===== src/hw/rtl/brig_pkg.sv =====
// brig_pkg: shared types and constants for the bounded random integer generator
// used by the controller, datapath and top level
`timescale 1ns / 1ps
`default_nettype none

package brig_pkg;

    localparam logic [63:0] LCG_MULT = 64'd6364136223846793005;

    localparam logic [1:0] REG_LOW  = 2'd0;
    localparam logic [1:0] REG_HIGH = 2'd1;
    localparam logic [1:0] REG_SEED = 2'd2;
    localparam logic [1:0] REG_INC  = 2'd3;

    // controller to datapath commands
    typedef struct packed {
        logic reload;      // state <= seed + inc
        logic check;       // evaluate range, latch bound
        logic div_start;   // start 32-bit remainder unit
        logic div_use_r;   // 1: dividend is r, 0: dividend is -bound
        logic div_step;    // one restoring step
        logic thr_load;    // latch remainder as threshold
        logic mul_step;    // one partial-product step of the lcg multiply
        logic mul_start;   // clear multiply accumulator
        logic lcg_commit;  // state <= product + inc, form permuted word
        logic out_load;    // latch result word
        logic out_err;     // result is a range error
        logic out_equal;   // result is range_low
    } brig_cmd_t;

    typedef struct packed {
        logic err;         // low > high or bound wrapped
        logic equal;       // low == high
        logic div_done;    // last remainder step taken
        logic mul_done;    // last multiply step taken
        logic reject;      // permuted word below threshold
    } brig_sts_t;

endpackage

`default_nettype wire


===== src/hw/rtl/bounded_random_integer_gen_top.sv =====
// bounded_random_integer_gen_top: apb register file, stream handshake and glue
// depends on brig_pkg, brig_ctrl, brig_out, brig_datapath
`timescale 1ns / 1ps
`default_nettype none

// pcg32 (xsh-rr) generator giving one uniform integer in range_low..range_high
// inclusive per input word. a word with restart set reloads the lcg state with
// seed + (increment | 1) first. the state advances through a 64 x 16 serial
// multiplier (partial-product steps, then a commit and a test state per draw),
// and the rejection threshold and final remainder each come from a 32-step
// restoring remainder unit; a rejected draw is followed by a new one. an equal
// or invalid range goes from the range check to the output state, without
// stepping the generator. one request is in flight at a time; the result sits
// in an output register and the next word is taken only once that result has
// been taken. registers: 0 range_low, 1 range_high, 2 seed_value,
// 3 stream_increment, at byte addresses 8*i, 64-bit data.

module bounded_random_integer_gen_top (
    input  wire logic        aclk,
    input  wire logic        aresetn,
    input  wire logic        s_tvalid,
    output logic             s_tready,
    input  wire logic [7:0]  s_tdata,    // [0] restart
    output logic             m_tvalid,
    input  wire logic        m_tready,
    output logic [31:0]      m_tdata,    // [31:0] rand_value
    output logic             m_tuser,    // [0] range_error
    input  wire logic        psel,
    input  wire logic        penable,
    input  wire logic        pwrite,
    input  wire logic [4:0]  paddr,
    input  wire logic [63:0] pwdata,
    output logic [63:0]      prdata,
    output logic             pready
);
    import brig_pkg::*;

    logic [31:0] low_reg, high_reg;
    logic [63:0] seed_reg, inc_reg;
    logic [1:0]  ridx;
    brig_cmd_t   cmd_c, cmd_d;
    brig_sts_t   sts;
    logic        thr_take;
    logic        to_out;
    logic        div_last;

    assign pready = 1'b1;
    assign ridx   = paddr[4:3];

    // register file
    always_ff @(posedge aclk) begin
        if (!aresetn) begin
            low_reg  <= 32'd0;
            high_reg <= 32'd1;
            seed_reg <= 64'd0;
            inc_reg  <= 64'd1;
        end else if (psel && penable && pwrite && paddr[2:0] == 3'd0) begin
            unique case (ridx)
                REG_LOW:  low_reg  <= pwdata[31:0];
                REG_HIGH: high_reg <= pwdata[31:0];
                REG_SEED: seed_reg <= pwdata;
                REG_INC:  inc_reg  <= pwdata;
                default: ;
            endcase
        end
    end

    always_comb begin
        unique case (ridx)
            REG_LOW:  prdata = {32'd0, low_reg};
            REG_HIGH: prdata = {32'd0, high_reg};
            REG_SEED: prdata = seed_reg;
            REG_INC:  prdata = inc_reg;
            default:  prdata = 64'd0;
        endcase
    end

    brig_ctrl u_ctrl (
        .aclk       (aclk),
        .aresetn    (aresetn),
        .in_valid   (s_tvalid),
        .in_restart (s_tdata[0]),
        .in_ready   (s_tready),
        .out_valid  (m_tvalid),
        .out_ready  (m_tready),
        .cmd        (cmd_c),
        .sts        (sts)
    );

    // threshold latch at the end of the first remainder pass, result load on leaving the
    // second pass or on the shortcut from the range check
    assign div_last = cmd_c.div_step && sts.div_done;
    assign to_out   = (div_last && !thr_take) || (cmd_c.check && (sts.err || sts.equal));

    brig_out u_out (
        .aclk      (aclk),
        .aresetn   (aresetn),
        .cmd_in    (cmd_c),
        .last_step (div_last),
        .to_out    (to_out),
        .cmd_out   (cmd_d),
        .thr_take  (thr_take)
    );

    brig_datapath u_dp (
        .aclk             (aclk),
        .aresetn          (aresetn),
        .cmd              (cmd_d),
        .sts              (sts),
        .range_low        (low_reg),
        .range_high       (high_reg),
        .seed_value       (seed_reg),
        .stream_increment (inc_reg),
        .rand_value       (m_tdata),
        .range_error      (m_tuser)
    );

endmodule

`default_nettype wire


===== src/hw/rtl/brig_datapath.sv =====
// brig_datapath: lcg state, serial multiplier, restoring remainder unit and result register
// depends on brig_pkg
`timescale 1ns / 1ps
`default_nettype none

module brig_datapath (
    input  wire logic               aclk,
    input  wire logic               aresetn,
    input  wire brig_pkg::brig_cmd_t cmd,
    output brig_pkg::brig_sts_t     sts,
    input  wire logic [31:0]        range_low,
    input  wire logic [31:0]        range_high,
    input  wire logic [63:0]        seed_value,
    input  wire logic [63:0]        stream_increment,
    output logic [31:0]             rand_value,
    output logic                    range_error
);
    import brig_pkg::*;

    logic [63:0] state_reg, state_next;
    logic [63:0] acc_reg, acc_next;
    logic [1:0]  mcnt_reg, mcnt_next;
    logic [31:0] bound_reg, bound_next;
    logic [31:0] thr_reg, thr_next;
    logic [31:0] r_reg, r_next;
    logic [31:0] quo_reg, quo_next;   // dividend shifting out
    logic [32:0] rem_reg, rem_next;
    logic [4:0]  dcnt_reg, dcnt_next;
    logic [31:0] val_reg, val_next;
    logic        err_reg, err_next;

    logic [63:0] inc;
    logic [63:0] lcg;
    logic [31:0] xs;
    logic [4:0]  rot;
    logic [32:0] trial;
    logic [31:0] b_calc;
    logic [15:0] mpart;
    logic [63:0] pp;

    assign inc    = stream_increment | 64'd1;
    assign b_calc = range_high - range_low + 32'd1;
    assign lcg    = acc_reg + inc;
    assign xs     = 32'((((lcg >> 18) ^ lcg) >> 27));
    assign rot    = lcg[63:59];
    assign trial  = {rem_reg[31:0], quo_reg[31]} - {1'b0, bound_reg};

    // 64 x 16 partial product per step, four steps
    always_comb begin
        mpart = LCG_MULT[16*mcnt_reg +: 16];
        pp    = (state_reg * {48'd0, mpart}) << (16 * mcnt_reg);
    end

    always_comb begin
        state_next = state_reg;
        acc_next   = acc_reg;
        mcnt_next  = mcnt_reg;
        bound_next = bound_reg;
        thr_next   = thr_reg;
        r_next     = r_reg;
        quo_next   = quo_reg;
        rem_next   = rem_reg;
        dcnt_next  = dcnt_reg;
        val_next   = val_reg;
        err_next   = err_reg;
        if (cmd.reload) state_next = seed_value + inc;
        if (cmd.check) bound_next = b_calc;
        if (cmd.mul_start) begin
            acc_next  = 64'd0;
            mcnt_next = 2'd0;
        end
        if (cmd.mul_step) begin
            acc_next  = acc_reg + pp;
            mcnt_next = mcnt_reg + 2'd1;
        end
        if (cmd.lcg_commit) begin
            state_next = lcg;
            r_next     = (xs >> rot) | (xs << ((5'd0 - rot) & 5'd31));
        end
        if (cmd.div_start) begin
            // bound is taken straight from the range registers, it is latched in the same cycle
            quo_next  = cmd.div_use_r ? r_reg : (32'd0 - b_calc);
            rem_next  = 33'd0;
            dcnt_next = 5'd0;
        end
        if (cmd.div_step) begin
            if (!trial[32]) rem_next = trial;
            else rem_next = {rem_reg[31:0], quo_reg[31]};
            quo_next  = quo_reg << 1;
            dcnt_next = dcnt_reg + 5'd1;
        end
        // loads come with the last remainder step, so take the remainder after that step
        if (cmd.thr_load) thr_next = rem_next[31:0];
        if (cmd.out_load) begin
            err_next = cmd.out_err;
            if (cmd.out_err) val_next = 32'd0;
            else if (cmd.out_equal) val_next = range_low;
            else val_next = rem_next[31:0] + range_low;
        end
    end

    always_ff @(posedge aclk) begin
        if (!aresetn) begin
            state_reg <= 64'd1;
            mcnt_reg  <= 2'd0;
            dcnt_reg  <= 5'd0;
        end else begin
            state_reg <= state_next;
            mcnt_reg  <= mcnt_next;
            dcnt_reg  <= dcnt_next;
        end
        acc_reg   <= acc_next;
        bound_reg <= bound_next;
        thr_reg   <= thr_next;
        r_reg     <= r_next;
        quo_reg   <= quo_next;
        rem_reg   <= rem_next;
        val_reg   <= val_next;
        err_reg   <= err_next;
    end

    always_comb begin
        sts.err      = ($signed(range_low) > $signed(range_high)) || (b_calc == 32'd0);
        sts.equal    = (range_low == range_high);
        sts.div_done = (dcnt_reg == 5'd31) && cmd.div_step;
        sts.mul_done = (mcnt_reg == 2'd3) && cmd.mul_step;
        sts.reject   = (r_reg < thr_reg);
    end

    assign rand_value  = val_reg;
    assign range_error = err_reg;

endmodule

`default_nettype wire


===== src/hw/rtl/brig_ctrl.sv =====
// brig_ctrl: sequencing state machine for one request
// depends on brig_pkg
`timescale 1ns / 1ps
`default_nettype none

module brig_ctrl (
    input  wire logic                aclk,
    input  wire logic                aresetn,
    input  wire logic                in_valid,
    input  wire logic                in_restart,
    output logic                     in_ready,
    output logic                     out_valid,
    input  wire logic                out_ready,
    output brig_pkg::brig_cmd_t      cmd,
    input  wire brig_pkg::brig_sts_t sts
);
    import brig_pkg::*;

    typedef enum logic [2:0] {
        ST_IDLE, ST_CHECK, ST_THR, ST_MUL, ST_COMMIT, ST_TEST, ST_MOD, ST_OUT
    } state_t;

    state_t state_reg, state_next;
    logic   ovalid_reg, ovalid_next;
    logic   busy;

    assign busy      = (state_reg != ST_IDLE) && (state_reg != ST_OUT);
    // the result register is shared, so a new word waits until the last result has gone
    assign in_ready  = (state_reg == ST_IDLE) && !ovalid_reg;
    assign out_valid = ovalid_reg;

    always_comb begin
        state_next  = state_reg;
        ovalid_next = ovalid_reg;
        cmd         = '0;
        if (ovalid_reg && out_ready) ovalid_next = 1'b0;
        unique case (state_reg)
            ST_IDLE: begin
                if (in_valid && in_ready) begin
                    cmd.reload = in_restart;
                    state_next = ST_CHECK;
                end
            end
            ST_CHECK: begin
                cmd.check = 1'b1;
                if (sts.err || sts.equal) begin
                    cmd.out_err   = sts.err;
                    cmd.out_equal = sts.equal;
                    state_next    = ST_OUT;
                end else begin
                    cmd.div_start = 1'b1;
                    state_next    = ST_THR;
                end
            end
            ST_THR: begin
                cmd.div_step = 1'b1;
                if (sts.div_done) state_next = ST_MUL;
                cmd.mul_start = sts.div_done;
            end
            ST_MUL: begin
                if (!ovalid_reg || !busy) cmd.thr_load = 1'b0;
                cmd.mul_step = 1'b1;
                if (sts.mul_done) state_next = ST_COMMIT;
            end
            ST_COMMIT: begin
                cmd.lcg_commit = 1'b1;
                state_next     = ST_TEST;
            end
            ST_TEST: begin
                if (sts.reject) begin
                    cmd.mul_start = 1'b1;
                    state_next    = ST_MUL;
                end else begin
                    cmd.div_start = 1'b1;
                    cmd.div_use_r = 1'b1;
                    state_next    = ST_MOD;
                end
            end
            ST_MOD: begin
                cmd.div_step = 1'b1;
                if (sts.div_done) begin
                    state_next = ST_OUT;
                end
            end
            ST_OUT: begin
                if (!ovalid_reg || out_ready) begin
                    ovalid_next = 1'b1;
                    state_next  = ST_IDLE;
                end
            end
            default: state_next = ST_IDLE;
        endcase
    end

    always_ff @(posedge aclk) begin
        if (!aresetn) begin
            state_reg  <= ST_IDLE;
            ovalid_reg <= 1'b0;
        end else begin
            state_reg  <= state_next;
            ovalid_reg <= ovalid_next;
        end
    end

endmodule

`default_nettype wire


===== src/hw/rtl/brig_out.sv =====
// brig_out: command staging; forms the threshold and result load commands and holds the range flags for the result
// depends on brig_pkg
`timescale 1ns / 1ps
`default_nettype none

module brig_out (
    input  wire logic                aclk,
    input  wire logic                aresetn,
    input  wire brig_pkg::brig_cmd_t cmd_in,
    input  wire logic                last_step,
    input  wire logic                to_out,
    output brig_pkg::brig_cmd_t      cmd_out,
    output logic                     thr_take
);
    import brig_pkg::*;

    logic        flag_reg, flag_next;  // 1 while a threshold remainder is in flight
    logic        err_reg, err_next;
    logic        eq_reg, eq_next;

    always_comb begin
        flag_next = flag_reg;
        err_next  = err_reg;
        eq_next   = eq_reg;
        cmd_out   = cmd_in;
        if (cmd_in.check) begin
            err_next  = cmd_in.out_err;
            eq_next   = cmd_in.out_equal;
            flag_next = !(cmd_in.out_err || cmd_in.out_equal);
        end
        thr_take = flag_reg && last_step;
        if (thr_take) flag_next = 1'b0;
        cmd_out.thr_load = thr_take;
        cmd_out.out_load = to_out;
        // the shortcut loads in the check cycle itself, before the flags are registered
        cmd_out.out_err   = cmd_in.check ? cmd_in.out_err : err_reg;
        cmd_out.out_equal = cmd_in.check ? cmd_in.out_equal : eq_reg;
    end

    always_ff @(posedge aclk) begin
        if (!aresetn) begin
            flag_reg <= 1'b0;
            err_reg  <= 1'b0;
            eq_reg   <= 1'b0;
        end else begin
            flag_reg <= flag_next;
            err_reg  <= err_next;
            eq_reg   <= eq_next;
        end
    end

endmodule

`default_nettype wire

===== config.mk =====
export PLATFORM = sky130hd
export DESIGN_NAME = bounded_random_integer_gen_top
export DESIGN_NICKNAME = d
export VERILOG_FILES = /design/src/hw/rtl/brig_pkg.sv /design/src/hw/rtl/bounded_random_integer_gen_top.sv /design/src/hw/rtl/brig_datapath.sv /design/src/hw/rtl/brig_ctrl.sv /design/src/hw/rtl/brig_out.sv
export SDC_FILE = /design/constraint.sdc
export NUM_CORES = 2
export LEC_CHECK = 0
export BUFFER_PORTS_ARGS = -buffer_cell sky130_fd_sc_hd__buf_4
export CORE_ASPECT_RATIO = 1.75
export CORE_MARGIN = 2
export CORE_UTILIZATION = 55
export DETAILED_ROUTE_END_ITERATION = 10
export PLACE_DENSITY_LB_ADDON = 0.25
export SKIP_CTS_REPAIR_TIMING = 1
export SLEW_MARGIN = 20
export SYNTH_ARGS = -nofsm -noshare
export SYNTH_HDL_FRONTEND = slang
export SYNTH_SLANG_ARGS = --single-unit

===== constraint.sdc =====
create_clock -name aclk -period 11.88 [get_ports aclk]
set_input_delay 0.594 -clock aclk [delete_from_list [all_inputs] [get_ports aclk]]
set_output_delay 0.594 -clock aclk [all_outputs]
set_load 0.05 [all_outputs]

==> key figures <==
Job
  • Max-cap violations: 0

Critical path
  • Reg2reg start: u_dp.mcnt_reg[0]
  • CP bufs+invs: 8
  • Top Family by Delay on Critical Path: compound AO/OA/AOI/OAI gates
  • Crit path DAT: 11810 ps
  • Critical path endpoint category: flip-flop
  • R2r setup slk: 470 ps
  • Worst setup SP type: flip-flop
  • Cell mode on critical path: inv_1
  • Critical path's slowest cell: o21ai_0
  • R2r endpoint: u_dp.acc_reg[63]
  • WP data required: 12280 ps
  • R2R depth: 44
  • CP Class: reg2reg
  • Worst-path fanout max: 19
  • Crit-path max cell delay: 650 ps

Clocking
  • CTS tree: built
  • CTS Buf Count: 47
  • CTS max path bufs: 3
  • Root Driver: clkbuf_16
  • Clk slew on worst S/H paths: 70 ps
  • CTS H-tree lvls: 2
  • Sink Count: 527
  • Clock latency on the worst-skew pair: 660 ps

Placement
  • Placed Area: 70400 µm²
  • # port buffers: 175
  • Placed insts: 9451
  • HPWL Detailed: 208 mm
  • Gp weighted congestion: 1.07

Logic synthesis
  • Synth Instances: 7875
  • Sequential share of the synthesized area: 19.0%
  • Yosys warning total: 0
  • Avg Cell Area, Syn: 8.55 µm²
  • Yosys top cell area share: 20.0%
  • FFs w/ async S/R, synth: 0%
  • Syn_nets: 9185
  • Top_reg_cell synth: dfxtp_1
  • Synthesized area: 67300 µm²
  • Yosys reg bits: 527
  • Area leader, netlist: fa_1
  • Synth top area cells: fa_1, ha_1, edfxtp_1
  • Post-synth EDFFs: 224
  • Yosys cell types: 119

STA
  • Fmax achieved: 87.7 MHz
  • Setup_tns: 0 ps
  • Max Slew Vio Count: 0
  • Setup clock skew after layout: 35.2 ps
  • Worst Tran Pin Value: 1280 ps
  • Unrepaired setup endpoints after global routing: false
  • Slew HR: 14.0%
  • Minimum clock period: 11410 ps
  • Setup violations, final: 0
  • Hold Fails Final Rpt: 0
  • Tcrit/Tclk final: 96.0%
  • Worst hold margin: 201 ps

Global routing
  • Number of antenna violations at the first check in global routing: 22
  • Global Route Usage Sum: 41.4%
  • Total grt overflow: 0
  • Global-route wire length before repair: 382 mm
  • Vias in the first global route: 61.2k
  • Largest net degree at the start of global routing: 97

Hold path
  • HP Class: in2reg
  • Worst hold start: pwdata[32]
  • Hold path endpoint: seed_reg[32]
  • Worst Hold Path Cells: 3

Power
  • Total Power: 17.5 mW
  • Pwr Density: 243 nW/µm²
  • Peak supply drop: 371 µV
  • Leakage: 33.1 nW

Routing
  • Vias post-DR: 59.7k
  • Final ANT Viol Nets: 0
  • DRT Pass-1 Iters: 8
  • Drt wl/cell: 26.7 µm
  • DRT iter0 DRCs: 4478
  • WL final: 256 mm
  • DRC viols: 0
  • Number of vias per cell: 6.24

Floorplan
  • Ports: 184
  • Initial core utilization: 55.5%
  • Die Y: 467 µm
  • Rows: 169
  • Placeable Area: 121000 µm²
  • Die area: 125000 µm²
  • Die W: 268 µm

Cells and area
  • Final Instance Area: 72100 µm²
  • Post-Layout Cell Count: 9566
  • Most common cell after layout, fill and taps aside: inv_1
  • Area grow syn2layout: 7.16%
  • Fraction of layout cells with a size suffix above 1: 7.60%
  • Commonest cells after routing, fill and taps aside: inv_1, nand2_1, a21oi_1
  • Fillers: 11.1k
  • Net count, final: 9192

Outcome
  • Status: finished clean
## through the flow
| stage | utilization, % | setup slack [ps] |
|---|---|---|
| floorplan | - | 963 |
| detailed placement | 58.0 | 463 |
| finish | 59.4 | 473 |
| global placement | 58.0 | 564 |
| CTS | 59.3 | 432 |
| global route | 59.4 | 11.4 |
## routing by layer
layer	GRT usage [%]	up-vias	wire, µm
met1	39.0	29200	78800
met2	70.8	2592	126000
met5	0	-	45
met3	11.0	1164	19400
li1	-	26800	-
met4	41.2	6	31400
## cell type report
class	instances	area, µm²	share of cell area (%)
antenna	21	52.6	0.0729
clock buffer	69	1370	1.90
clock inverter	19	170	0.236
inverter	974	3660	5.08
multi-input combinational	6025	49700	68.9
sequential	527	12800	17.7
tap	1624	2030	2.82
timing repair buffer	307	2350	3.26
## worst register-to-register path: cells and delay by family (launching register included)
kind,cells,cell delay (ps)
compound gates,18,4750
fa+ha+maj,9,3610
simple gates,8,1300
buf+inv,8,940
flops,1,340
xor+xnor,1,230
## Yosys cell counts (all sizes together), types with 198 or more instances
cell type and instances:
inv 973, nand2 890, nor2 526, ha 554, and2 198, clkbuf 286
a21o 224, fa 672, o21ai 343, edfxtp 224, dfxtp 303, xnor2 237
a21oi 697
## logic make-up (layout without fill, tap and decap cells)
family                   Yosys count  after routing  share of synthesized area [%]
multiplexers                     166            166                           3.59
adder cells (fa/ha/maj)         1226           1226                           30.3
flip-flops                       527            527                           19.0
AND/OR/NAND/NOR                 2330           2330                           16.4
buffers and inverters           1323           1369                           7.50
AO/OA/AOI/OAI                   1918           1918                           18.1
other                              1             22                        0.00557
XOR/XNOR                         384            384                           5.12
## where the power goes
part | internal (mW) | switching (mW) | total [mW]
sequential | 2.11 | 0.192 | 2.31
clock | 0.834 | 0.768 | 1.60
combinational | 5.18 | 8.46 | 13.6
## worst max path at each step
stage | start | endpoint | slack (ps) | cells past startpoint
after floorplan | u_dp.mcnt_reg[1] | u_dp.acc_reg[63] | 960 | 47
after global placement | u_dp.mcnt_reg[0] | u_dp.acc_reg[62] | 560 | 45
after detailed placement | u_dp.mcnt_reg[0] | u_dp.acc_reg[62] | 460 | 44
after CTS | u_dp.mcnt_reg[0] | u_dp.acc_reg[62] | 430 | 44
after global routing | u_dp.mcnt_reg[1] | u_dp.acc_reg[63] | 10 | 45
final | u_dp.mcnt_reg[0] | u_dp.acc_reg[63] | 470 | 44
Note: power is estimated with default switching activity, not from simulation.
